`config.mk`:
```
export PLATFORM = sky130hd
export DESIGN_NAME = fixed_point_mul_div_16_16_flat
export DESIGN_NICKNAME = d
export VERILOG_FILES = /design/src/rtl/fpmd_pkg.sv /design/src/rtl/fpmd_if.sv /design/src/rtl/fixed_point_mul_div_16_16.sv /design/src/rtl/fpmd_dp.sv /design/src/rtl/fpmd_ctrl.sv /design/src/flat_wrapper.sv
export SDC_FILE = /design/constraint.sdc
export NUM_CORES = 2
export LEC_CHECK = 0
export BUFFER_PORTS_ARGS = -buffer_cell sky130_fd_sc_hd__buf_2
export CAP_MARGIN = 20
export CORE_UTILIZATION = 61
export DETAILED_ROUTE_END_ITERATION = 7
export GPL_ROUTABILITY_DRIVEN = 0
export PLACE_DENSITY = 0.8
export SYNTH_ARGS = -nofsm -noshare
export SYNTH_HDL_FRONTEND = slang
export SYNTH_SLANG_ARGS = --single-unit
```
`constraint.sdc`:
```
create_clock -name clk_i -period 9.7 [get_ports clk_i]
set_input_delay 1.94 -clock clk_i [delete_from_list [all_inputs] [get_ports clk_i]]
set_output_delay 1.94 -clock clk_i [all_outputs]
set_load 0.05 [all_outputs]
```
`src/rtl/fpmd_pkg.sv`:
```
package fpmd_pkg;

  // Fixed-point and saturation constants of the 16.16 format.
  localparam int unsigned FracBits  = 16;
  localparam int unsigned SatShift  = 14;
  localparam logic [31:0] FracRound = 32'h0000_FFFF;
  localparam logic [31:0] ValueMin  = 32'h8000_0000;
  localparam logic [31:0] ValueMax  = 32'h7FFF_FFFF;

  // Operation codes carried in the mode field.
  localparam logic OpMul = 1'b0;
  localparam logic OpDiv = 1'b1;

  // Commands from the controller to the datapath.
  typedef struct packed {
    logic load;       // capture a new word and take operand magnitudes
    logic mul;        // form the magnitude product
    logic check;      // evaluate the divide saturation test
    logic align;      // shift the divisor up by one place
    logic div_step;   // one restoring shift-subtract step
    logic out_load;   // write the output register
  } fpmd_cmd_t;

  // Status from the datapath to the controller.
  typedef struct packed {
    logic mode;       // operation of the word in flight
    logic sat_hit;    // dividend at least 2^14 times divisor, or divisor is zero
    logic align_more; // remainder still above the divisor
    logic div_last;   // this division step is the final one
  } fpmd_status_t;

endpackage

```
`src/rtl/fpmd_if.sv`:
```
// Input channel: mode and two signed 16.16 operands.
interface fpmd_in_if;
  logic               valid;
  logic               ready;
  logic               mode;
  logic signed [31:0] operand_a;
  logic signed [31:0] operand_b;

  modport source (output valid, output mode, output operand_a, output operand_b,
                  input ready);
  modport sink (input valid, input mode, input operand_a, input operand_b,
                output ready);
endinterface

// Output channel: signed 16.16 result and saturation flag.
interface fpmd_out_if;
  logic               valid;
  logic               ready;
  logic signed [31:0] value;
  logic               saturated;

  modport source (output valid, output value, output saturated, input ready);
  modport sink (input valid, input value, input saturated, output ready);
endinterface

```
`src/rtl/fixed_point_mul_div_16_16.sv`:
```
// Signed 16.16 fixed-point multiply/divide unit. One word is worked on at a time; a
// finished result sits in an output register, so the next word is taken while it waits.
// A multiply passes from acceptance through a decode state, one 32x32 magnitude
// product and a rounding/negate stage into the output register, which waits until
// the output register is free. A divide decodes, then makes k (0 to 14) divisor
// alignment shifts and n (1 to 17 + k) restoring shift-subtract steps, one quotient bit
// per cycle, ending early when the remainder reaches zero; a saturating divide goes from
// the overflow check straight to the output stage. The input is ready again in the cycle
// after the result is loaded, so the divide iteration is what bounds throughput.
module fixed_point_mul_div_16_16 (
  input  logic       clk_i,
  input  logic       rst_ni,
  fpmd_in_if.sink    in_i,
  fpmd_out_if.source out_o
);
  import fpmd_pkg::*;

  fpmd_cmd_t    cmd;
  fpmd_status_t status;
  logic         in_ready;
  logic         out_valid;
  logic [31:0]  value;
  logic         saturated;

  fpmd_ctrl u_ctrl (
    .clk_i       (clk_i),
    .rst_ni      (rst_ni),
    .in_valid_i  (in_i.valid),
    .in_ready_o  (in_ready),
    .out_valid_o (out_valid),
    .out_ready_i (out_o.ready),
    .status_i    (status),
    .cmd_o       (cmd)
  );

  fpmd_dp u_dp (
    .clk_i       (clk_i),
    .cmd_i       (cmd),
    .mode_i      (in_i.mode),
    .operand_a_i (in_i.operand_a),
    .operand_b_i (in_i.operand_b),
    .status_o    (status),
    .value_o     (value),
    .saturated_o (saturated)
  );

  assign in_i.ready      = in_ready;
  assign out_o.valid     = out_valid;
  assign out_o.value     = value;
  assign out_o.saturated = saturated;

endmodule

```
`src/rtl/fpmd_dp.sv`:
```
module fpmd_dp (
  input  logic                   clk_i,
  input  fpmd_pkg::fpmd_cmd_t    cmd_i,
  input  logic                   mode_i,
  input  logic [31:0]            operand_a_i,
  input  logic [31:0]            operand_b_i,
  output fpmd_pkg::fpmd_status_t status_o,
  output logic [31:0]            value_o,
  output logic                   saturated_o
);
  import fpmd_pkg::*;

  logic [31:0] rem_q, rem_d;
  logic [31:0] dv_q, dv_d;
  logic [31:0] quo_q, quo_d;
  logic [4:0]  bit_q, bit_d;
  logic [63:0] prod_q, prod_d;
  logic        neg_q, neg_d;
  logic        mode_q, mode_d;
  logic        sat_q, sat_d;
  logic [31:0] value_q, value_d;
  logic        saturated_q, saturated_d;

  logic [31:0] mag_a, mag_b;
  logic        ge;
  logic [31:0] rem_sub, rem_after, rem_next;
  logic [47:0] mul_sum;
  logic [31:0] mul_mag, mul_res, div_res;

  // Operand magnitudes; the most negative value maps to 2^31.
  assign mag_a = operand_a_i[31] ? (32'd0 - operand_a_i) : operand_a_i;
  assign mag_b = operand_b_i[31] ? (32'd0 - operand_b_i) : operand_b_i;

  // One restoring step: subtract when it fits, then shift with wrap.
  assign ge        = (rem_q >= dv_q);
  assign rem_sub   = rem_q - dv_q;
  assign rem_after = ge ? rem_sub : rem_q;
  assign rem_next  = {rem_after[30:0], 1'b0};

  // Multiply finish: floor correction on negative answers, keep bits 47:16.
  assign mul_sum = prod_q[47:0] + (neg_q ? {16'd0, FracRound} : 48'd0);
  assign mul_mag = mul_sum[FracBits +: 32];
  assign mul_res = neg_q ? (32'd0 - mul_mag) : mul_mag;

  // Divide finish: saturate or apply the sign.
  always_comb begin
    if (sat_q) begin
      div_res = neg_q ? ValueMin : ValueMax;
    end else begin
      div_res = neg_q ? (32'd0 - quo_q) : quo_q;
    end
  end

  // Next-state selection for the working registers.
  always_comb begin
    rem_d       = rem_q;
    dv_d        = dv_q;
    quo_d       = quo_q;
    bit_d       = bit_q;
    prod_d      = prod_q;
    neg_d       = neg_q;
    mode_d      = mode_q;
    sat_d       = sat_q;
    value_d     = value_q;
    saturated_d = saturated_q;
    if (cmd_i.load) begin
      rem_d  = mag_a;
      dv_d   = mag_b;
      quo_d  = 32'd0;
      bit_d  = 5'(FracBits);
      neg_d  = operand_a_i[31] ^ operand_b_i[31];
      mode_d = mode_i;
      sat_d  = 1'b0;
    end
    if (cmd_i.mul) begin
      prod_d = {32'd0, rem_q} * {32'd0, dv_q};
    end
    if (cmd_i.check) begin
      sat_d = status_o.sat_hit;
    end
    if (cmd_i.align) begin
      dv_d  = {dv_q[30:0], 1'b0};
      bit_d = bit_q + 5'd1;
    end
    if (cmd_i.div_step) begin
      rem_d = rem_next;
      quo_d = quo_q | (ge ? (32'd1 << bit_q) : 32'd0);
      bit_d = bit_q - 5'd1;
    end
    if (cmd_i.out_load) begin
      value_d     = (mode_q == OpDiv) ? div_res : mul_res;
      saturated_d = (mode_q == OpDiv) && sat_q;
    end
  end

  // Payload registers need no reset.
  always_ff @(posedge clk_i) begin
    rem_q       <= rem_d;
    dv_q        <= dv_d;
    quo_q       <= quo_d;
    bit_q       <= bit_d;
    prod_q      <= prod_d;
    neg_q       <= neg_d;
    mode_q      <= mode_d;
    sat_q       <= sat_d;
    value_q     <= value_d;
    saturated_q <= saturated_d;
  end

  // Status back to the controller.
  assign status_o.mode       = mode_q;
  assign status_o.sat_hit    = ((rem_q >> SatShift) >= dv_q);
  assign status_o.align_more = (rem_q > dv_q);
  assign status_o.div_last   = (bit_q == 5'd0) || (rem_next == 32'd0);

  assign value_o     = value_q;
  assign saturated_o = saturated_q;

endmodule

```
`src/rtl/fpmd_ctrl.sv`:
```
module fpmd_ctrl (
  input  logic                   clk_i,
  input  logic                   rst_ni,
  input  logic                   in_valid_i,
  output logic                   in_ready_o,
  output logic                   out_valid_o,
  input  logic                   out_ready_i,
  input  fpmd_pkg::fpmd_status_t status_i,
  output fpmd_pkg::fpmd_cmd_t    cmd_o
);
  import fpmd_pkg::*;

  localparam logic [2:0] StIdle  = 3'd0;
  localparam logic [2:0] StMul   = 3'd1;
  localparam logic [2:0] StCheck = 3'd2;
  localparam logic [2:0] StAlign = 3'd3;
  localparam logic [2:0] StDiv   = 3'd4;
  localparam logic [2:0] StDone  = 3'd5;

  logic [2:0] state_q, state_d;
  logic       out_valid_q, out_valid_d;
  logic       accept;
  logic       out_free;

  assign in_ready_o = (state_q == StIdle);
  assign accept     = in_valid_i && in_ready_o;
  assign out_free   = !out_valid_q || out_ready_i;

  // Sequencer for one word at a time.
  always_comb begin
    state_d = state_q;
    cmd_o   = '0;
    case (state_q)
      StIdle: begin
        if (accept) begin
          cmd_o.load = 1'b1;
          state_d    = StCheck;
        end
      end
      StCheck: begin
        if (status_i.mode == OpMul) begin
          state_d = StMul;
        end else begin
          cmd_o.check = 1'b1;
          state_d     = status_i.sat_hit ? StDone : StAlign;
        end
      end
      StMul: begin
        cmd_o.mul = 1'b1;
        state_d   = StDone;
      end
      StAlign: begin
        if (status_i.align_more) begin
          cmd_o.align = 1'b1;
        end else begin
          state_d = StDiv;
        end
      end
      StDiv: begin
        cmd_o.div_step = 1'b1;
        if (status_i.div_last) begin
          state_d = StDone;
        end
      end
      StDone: begin
        if (out_free) begin
          cmd_o.out_load = 1'b1;
          state_d        = StIdle;
        end
      end
      default: begin
        state_d = StIdle;
      end
    endcase
  end

  // Output register occupancy.
  always_comb begin
    out_valid_d = out_valid_q;
    if (out_valid_q && out_ready_i) begin
      out_valid_d = 1'b0;
    end
    if (cmd_o.out_load) begin
      out_valid_d = 1'b1;
    end
  end

  always_ff @(posedge clk_i or negedge rst_ni) begin
    if (!rst_ni) begin
      state_q     <= StIdle;
      out_valid_q <= 1'b0;
    end else begin
      state_q     <= state_d;
      out_valid_q <= out_valid_d;
    end
  end

  assign out_valid_o = out_valid_q;

endmodule
```
`src/flat_wrapper.sv`:
```
// flat-port wrapper written by rule: the top's interface ports become plain ports
module fixed_point_mul_div_16_16_flat import fpmd_pkg::*;
  (clk_i, rst_ni, in_i_valid, in_i_mode, in_i_operand_a, in_i_operand_b, in_i_ready, out_o_valid, out_o_value, out_o_saturated, out_o_ready);
  fpmd_in_if in_i_i ();
  fpmd_out_if out_o_i ();
  input  logic clk_i;
  input  logic rst_ni;
  input wire logic [$bits(in_i_i.valid)-1:0] in_i_valid;
  input wire logic [$bits(in_i_i.mode)-1:0] in_i_mode;
  input wire logic [$bits(in_i_i.operand_a)-1:0] in_i_operand_a;
  input wire logic [$bits(in_i_i.operand_b)-1:0] in_i_operand_b;
  output wire logic [$bits(in_i_i.ready)-1:0] in_i_ready;
  output wire logic [$bits(out_o_i.valid)-1:0] out_o_valid;
  output wire logic [$bits(out_o_i.value)-1:0] out_o_value;
  output wire logic [$bits(out_o_i.saturated)-1:0] out_o_saturated;
  input wire logic [$bits(out_o_i.ready)-1:0] out_o_ready;
  assign in_i_i.valid = in_i_valid;
  assign in_i_i.mode = in_i_mode;
  assign in_i_i.operand_a = in_i_operand_a;
  assign in_i_i.operand_b = in_i_operand_b;
  assign in_i_ready = in_i_i.ready;
  assign out_o_valid = out_o_i.valid;
  assign out_o_value = out_o_i.value;
  assign out_o_saturated = out_o_i.saturated;
  assign out_o_i.ready = out_o_ready;
  fixed_point_mul_div_16_16 u_core (.clk_i(clk_i), .rst_ni(rst_ni), .in_i(in_i_i), .out_o(out_o_i));
endmodule
```
Word-level counts from Yosys, hierarchy flattened
Cells that the tools add are included.
{"block": "totals", "ff_bits": 189, "out_inout_bits": 35, "mem_count": 0, "latchBits": 0, "rom_bits": 0, "word_cells": 93, "mem_bits_rw": 0}
{"block": "op_classes", "bitwise": 2, "shift": 1, "n_mul": 1, "eq_ne": 9, "n_lt_le_gt_ge": 3, "add_sub_neg": 8, "div": 0, "n_reduce_logical": 15, "muxes": 40}
{"operator": "two-way mux 32 bit", "count": 14}
{"operator": "subtractor 1 x 32 -> 32 bit (first input constant)", "count": 4}
{"operator": "adder 48 x 16 -> 48 bit", "count": 1}
{"operator": "multiplier 32 x 32 -> 48 bit", "count": 1}
{"operator": "greater-or-equal comparator 18 x 32 -> 1 bit", "count": 1}
{"operator": "greater-or-equal comparator 32 bit", "count": 1}
{"operator": "greater-than comparator 32 bit", "count": 1}
{"operator": "zero test 32 bit", "count": 1}
{"operator": "OR 32 bit", "count": 1}
{"operator": "<< shifter 1 x 5 -> 32 bit (first input constant)", "count": 1}
{"operator": "two-way mux 31 bit", "count": 1}
{"operator": "subtractor 31 bit", "count": 1}
{"operator": "two-way mux 3 bit", "count": 6}
{"operator": "case mux 3 bit (6 select lines)", "count": 1}
{"operator": "two-way mux 16 bit", "count": 1}
{"operator": "two-way mux 5 bit", "count": 3}
{"operator": "two-way mux 1 bit", "count": 14}
{"operator": "nonzero test 2 bit", "count": 4}
{"operator": "== test 3 x 2 -> 1 bit (second input constant)", "count": 2}
{"operator": "== test 3 bit (second input constant)", "count": 2}
{"operator": "adder 5 x 1 -> 5 bit (second input constant)", "count": 1}
{"operator": "zero test 5 bit", "count": 1}
{"operator": "subtractor 5 x 1 -> 5 bit (second input constant)", "count": 1}
{"operator": "inequality test 2 x 1 -> 1 bit (second input constant)", "count": 2}
{"operator": "9 further kinds", "count": 13}

Depth between registers and ports, before layout
{"block": "logic_depth", "depth_word": 7, "mapped_depth": 28, "ltp_nobuf": 26}

Modules after synthesis
A second synthesis with hierarchy kept.
{"block": "unflattened", "cells_unflattened": 4595, "hier_area_um2": 42137.9}
{"mod": "fpmd_dp", "cells_each": 4563, "area_per_inst_um2": 41836.4, "n_inst": 1}
{"mod": "fpmd_ctrl", "cells_each": 32, "area_per_inst_um2": 301.5, "n_inst": 1}

Least setup slack after synthesis
OpenSTA, ideal clock, no wires.
{"block": "synth_timing", "kind": "register -> register", "start": "register u_core.u_dp.rem_q[14]", "end": "register u_core.u_dp.prod_q[47], data pin", "t_required_ps": 9441, "path_stages_with_launch": 28, "arrival_ps": 7312, "setup_ps": 259, "synth_period_minus_slack_ps": 7571, "setup_slack_ps": 2129, "n_path_buf": 2, "path_cell_list": "edfxtp_1 > clkbuf_1 > inv_1 > clkbuf_1 > nor2_1 > fa_1 > inv_1 > fa_1 > fa_1 > fa_1 > inv_1 > fa_1 > inv_1 > fa_1 > inv_1 > fa_1 > fa_1 > ha_1 > a21oi_1 > o211ai_1 > a21boi_0 > a211o_1 > o21ai_0 > a211oi_1 > o31ai_1 > a221o_1 > a21oi_1 > xnor2_1"}
{"block": "synth_between", "elab_chain_len": 1}
{"item": "start: declaration", "line": "fpmd_dp.sv:13", "source": "logic [31:0] rem_q, rem_d;"}
{"item": "start signal: assignment", "line": "fpmd_dp.sv:98", "source": "rem_q <= rem_d;"}
{"item": "multiplier 32 x 32 -> 48 bit", "line": "fpmd_dp.sv:76", "source": "prod_d = {32'd0, rem_q} * {32'd0, dv_q};"}
{"item": "end signal: assignment", "line": "fpmd_dp.sv:102", "source": "prod_q <= prod_d;"}
{"item": "end: declaration", "line": "fpmd_dp.sv:17", "source": "logic [63:0] prod_q, prod_d;"}
Every way passes these cells.
A chain may end at the register's enable or synchronous reset.

Worst setup path after layout
{"block": "layout_timing", "start": "register u_core.u_dp.dv_q[2]", "end": "register u_core.u_dp.prod_q[47], data pin"}
{"block": "layout_between", "elab_chain_len": 1}
{"item": "start: declaration", "line": "fpmd_dp.sv:14", "source": "logic [31:0] dv_q, dv_d;"}
{"item": "start signal: assignment", "line": "fpmd_dp.sv:99", "source": "dv_q <= dv_d;"}
{"item": "multiplier 32 x 32 -> 48 bit", "line": "fpmd_dp.sv:76"}
Every way passes these cells.

==> impl_metrics.csv <==
group,metric,value,unit
place,hpwlAfterDp,99500,um
logic_synthesis,synth_area_leader_cell,"fa_1",
global_route,grt_util_all_layers,0.368,
critical_path,critPathLaunchType,"flip-flop",
global_route,grt_pass1_wl,196000,um
sta,max-slew-margin-rel,0.187,
sta,drv_slew,0,
die,rows,96,
global_route,antenna_found_initial,6,
critical_path,crit_fanout,28,
logic_synthesis,synth_area_leaders,"fa_1 (37%), edfxtp_1 (13%), ha_1 (8.7%)",
routing,detail_route.wl_per_cell,22.7,um
logic_synthesis,synth_top_area_share,0.368,
sta,min_period,8.71,ns
global_route,globalRoute.totalOverflow,0,
sta,finClkSkew,0.0264,ns
die,boundaryPins,104,
logic_synthesis,synth_most_common_cell,"inv_1",
sta,rsz0062_at_grt,"false",
cts,worstSkewPairLatency,0.53,ns
routing,postRouteAntennaNets,0,
logic_synthesis,synth_edf_count,183,
sta,tns,0,ns
sta,finalHoldViolCount,0,
cts,cts_hold_buf,0,
die,die_width,266,um
die,die_area,70500,um2
cts,cts_resized,0,
status,status,"complete, no violations",
logic_synthesis,post_synth.cell_area_avg,9.14,um2
routing,drt_iter0_drc,3951,
die,initial_core_util,0.617,
logic_synthesis,ys_seq_area_frac,0.133,
layout,num-nets-final,5731,
die,core,68700,um2
cts,numCtsBuffers,17,
sta,fmax,0.115,GHz
cts,h-tree-depth,4,
logic_synthesis,ys_ff_latch,189,
critical_path,crit_arrival,8.94,ns
cts,cts_tree,"yes",
cts,cts.reportedPaths.clkPinSlew,0.09,ns
sta,post-route-period-util,0.898,
routing,drc,0,
logic_synthesis,synth_fp_nets,5780,
routing,routed_wl,126000,um
routing,via_per_inst,6.20,
layout,nFillCells,5436,
logic_synthesis,synth_common_cells,"inv_1 (844), fa_1 (780), nand2_1 (474)",
sta,setup_viol,0,
layout,drive_gt1_frac,0.0548,
logic_synthesis,synthFlopType,"edfxtp_1",
critical_path,critical_path_class,"reg -> reg",
cts,numClockSinks,189,
logic_synthesis,synth_warnings,0,
cts,cts_setup_buffers,0,
cts,cts_root_buffer,"clkbuf_16",
routing,drt_pass1_iterations,8,
routing,dr_total_vias,34304,
die,dieHeight,266,um
layout,area_delta_synth_final,4.86,%
logic_synthesis,synth_cell_types,94,
cts,clock_path_buffers,2,
logic_synthesis,synth_area,42400,um2
place,io_buffers,103,
min_path,hold_class,"reg -> reg",
job,drv_cap,0,
critical_path,cp.required,9.94,ns
sta,worst_pin_slew,1.22,ns
logic_synthesis,synth_cells,4638,
critical_path,cp-end-kind,"flip-flop",
logic_synthesis,async_flop_share,0.0212,
global_route,grt_max_degree,80,
global_route,first_global_vias,35294,
registers in the layout (all words and copies together) (netlist names), 3 cells and up:
register               count
u_core.u_ctrl.state_q      3
u_core.u_dp.bit_q          5
u_core.u_dp.dv_q          32
u_core.u_dp.prod_q        48
u_core.u_dp.quo_q         32
u_core.u_dp.rem_q         32
u_core.u_dp.value_o       32
per-stage QoR:
stage	hold slack, ns	utilization	cells	instance area, um2	worst slack, ns
2_1_floorplan	0.528	-	4638	42400	2.13
3_3_place_gp	0.581	0.637	5500	43700	1.36
3_5_place_dp	0.579	0.637	5500	43700	1.17
4_1_cts	0.602	0.646	5532	44400	1.16
5_1_grt	0.662	0.647	5533	44400	0.656
6_report	0.605	0.647	5537	44400	0.991
critical path, cell delays in order, from the launching register on:
cell and delay (ns):
edfxtp_1 1.04, inv_1 0.56, nor2_1 0.32, fa_1 0.23
inv_1 0.06, fa_1 0.42, fa_1 0.49, fa_1 0.56
inv_1 0.06, fa_1 0.49, inv_1 0.06, fa_1 0.53
inv_1 0.05, fa_1 0.51, fa_1 0.42, ha_1 0.34
a21oi_1 0.20, o211ai_1 0.15, a21boi_0 0.20, a211o_1 0.19
o21ai_0 0.13, a211oi_1 0.55, o31ai_1 0.24, a221o_1 0.35
a21oi_1 0.19, xnor2_1 0.09
layer usage:
layer | wire (um) | GRT usage
met5 | 37 | 0
met1 | 44200 | 0.445
met4 | 9850 | 0.241
met2 | 55400 | 0.563
met3 | 16400 | 0.122
cells in the final DEF, fill, tap and decap left out, types with 19 or more instances in the layout:
cell type	n
a211oi_1	19
a21o_1	39
a21oi_1	143
a31oi_1	36
and2_1	459
and3_1	23
buf_2	103
buf_4	77
edfxtp_1	183
fa_1	780
ha_1	293
inv_1	844
mux2i_1	25
nand2_1	470
nand3_1	48
nand4_1	24
nor2_1	240
nor2b_1	27
nor3_1	35
nor4_1	20
o211ai_1	20
o21ai_0	97
o22ai_1	68
o31ai_1	30
or3_1	20
xnor2_1	109
xor2_1	85
logic make-up (layout without fill, tap and decap cells):
kind of cell,count (synthesis),after routing,synth area share
flip-flops,189,189,0.133
AO/OA/AOI/OAI,624,624,0.0989
XOR/XNOR,194,194,0.0401
other,0,4,0
buffers and inverters,1095,1059,0.0973
AND/OR/NAND/NOR,1437,1437,0.170
adder cells (fa/ha/maj),1073,1073,0.455
multiplexers,26,26,0.00617
final cells by class:
type | count | area [um2] | share of cell area
clock buffers | 17 | 425 | 0.00957
multi-input cells | 3354 | 32700 | 0.735
well taps | 931 | 1160 | 0.0262
diodes | 4 | 10.0 | 0.000225
repair buffers | 182 | 1140 | 0.0257
inverters | 845 | 3170 | 0.0714
clock inverters | 15 | 229 | 0.00515
flip-flops and latches | 189 | 5640 | 0.127
final timing paths:
check / slack, ns / end / depth (start not counted) / startpoint
setup / recovery: 0.99 / u_core.u_dp.prod_q[47] / 25 / u_core.u_dp.dv_q[2]
hold / removal: 0.61 / u_core.u_dp.quo_q[31] / 2 / u_core.u_dp.quo_q[31]
setup reg to reg: 0.99 / u_core.u_dp.prod_q[47] / 25 / u_core.u_dp.dv_q[2]
hold reg to reg: 0.61 / u_core.u_dp.quo_q[31] / 2 / u_core.u_dp.quo_q[31]
max in group asynchronous: 8.33 / u_core.u_ctrl.out_valid_o / 1 / rst_ni
min in group asynchronous: 1.23 / u_core.u_ctrl.state_q[2] / 1 / rst_ni
Power is not shown: default switching activity piles up to over one toggle a cycle in this logic, so the estimate is an artifact.
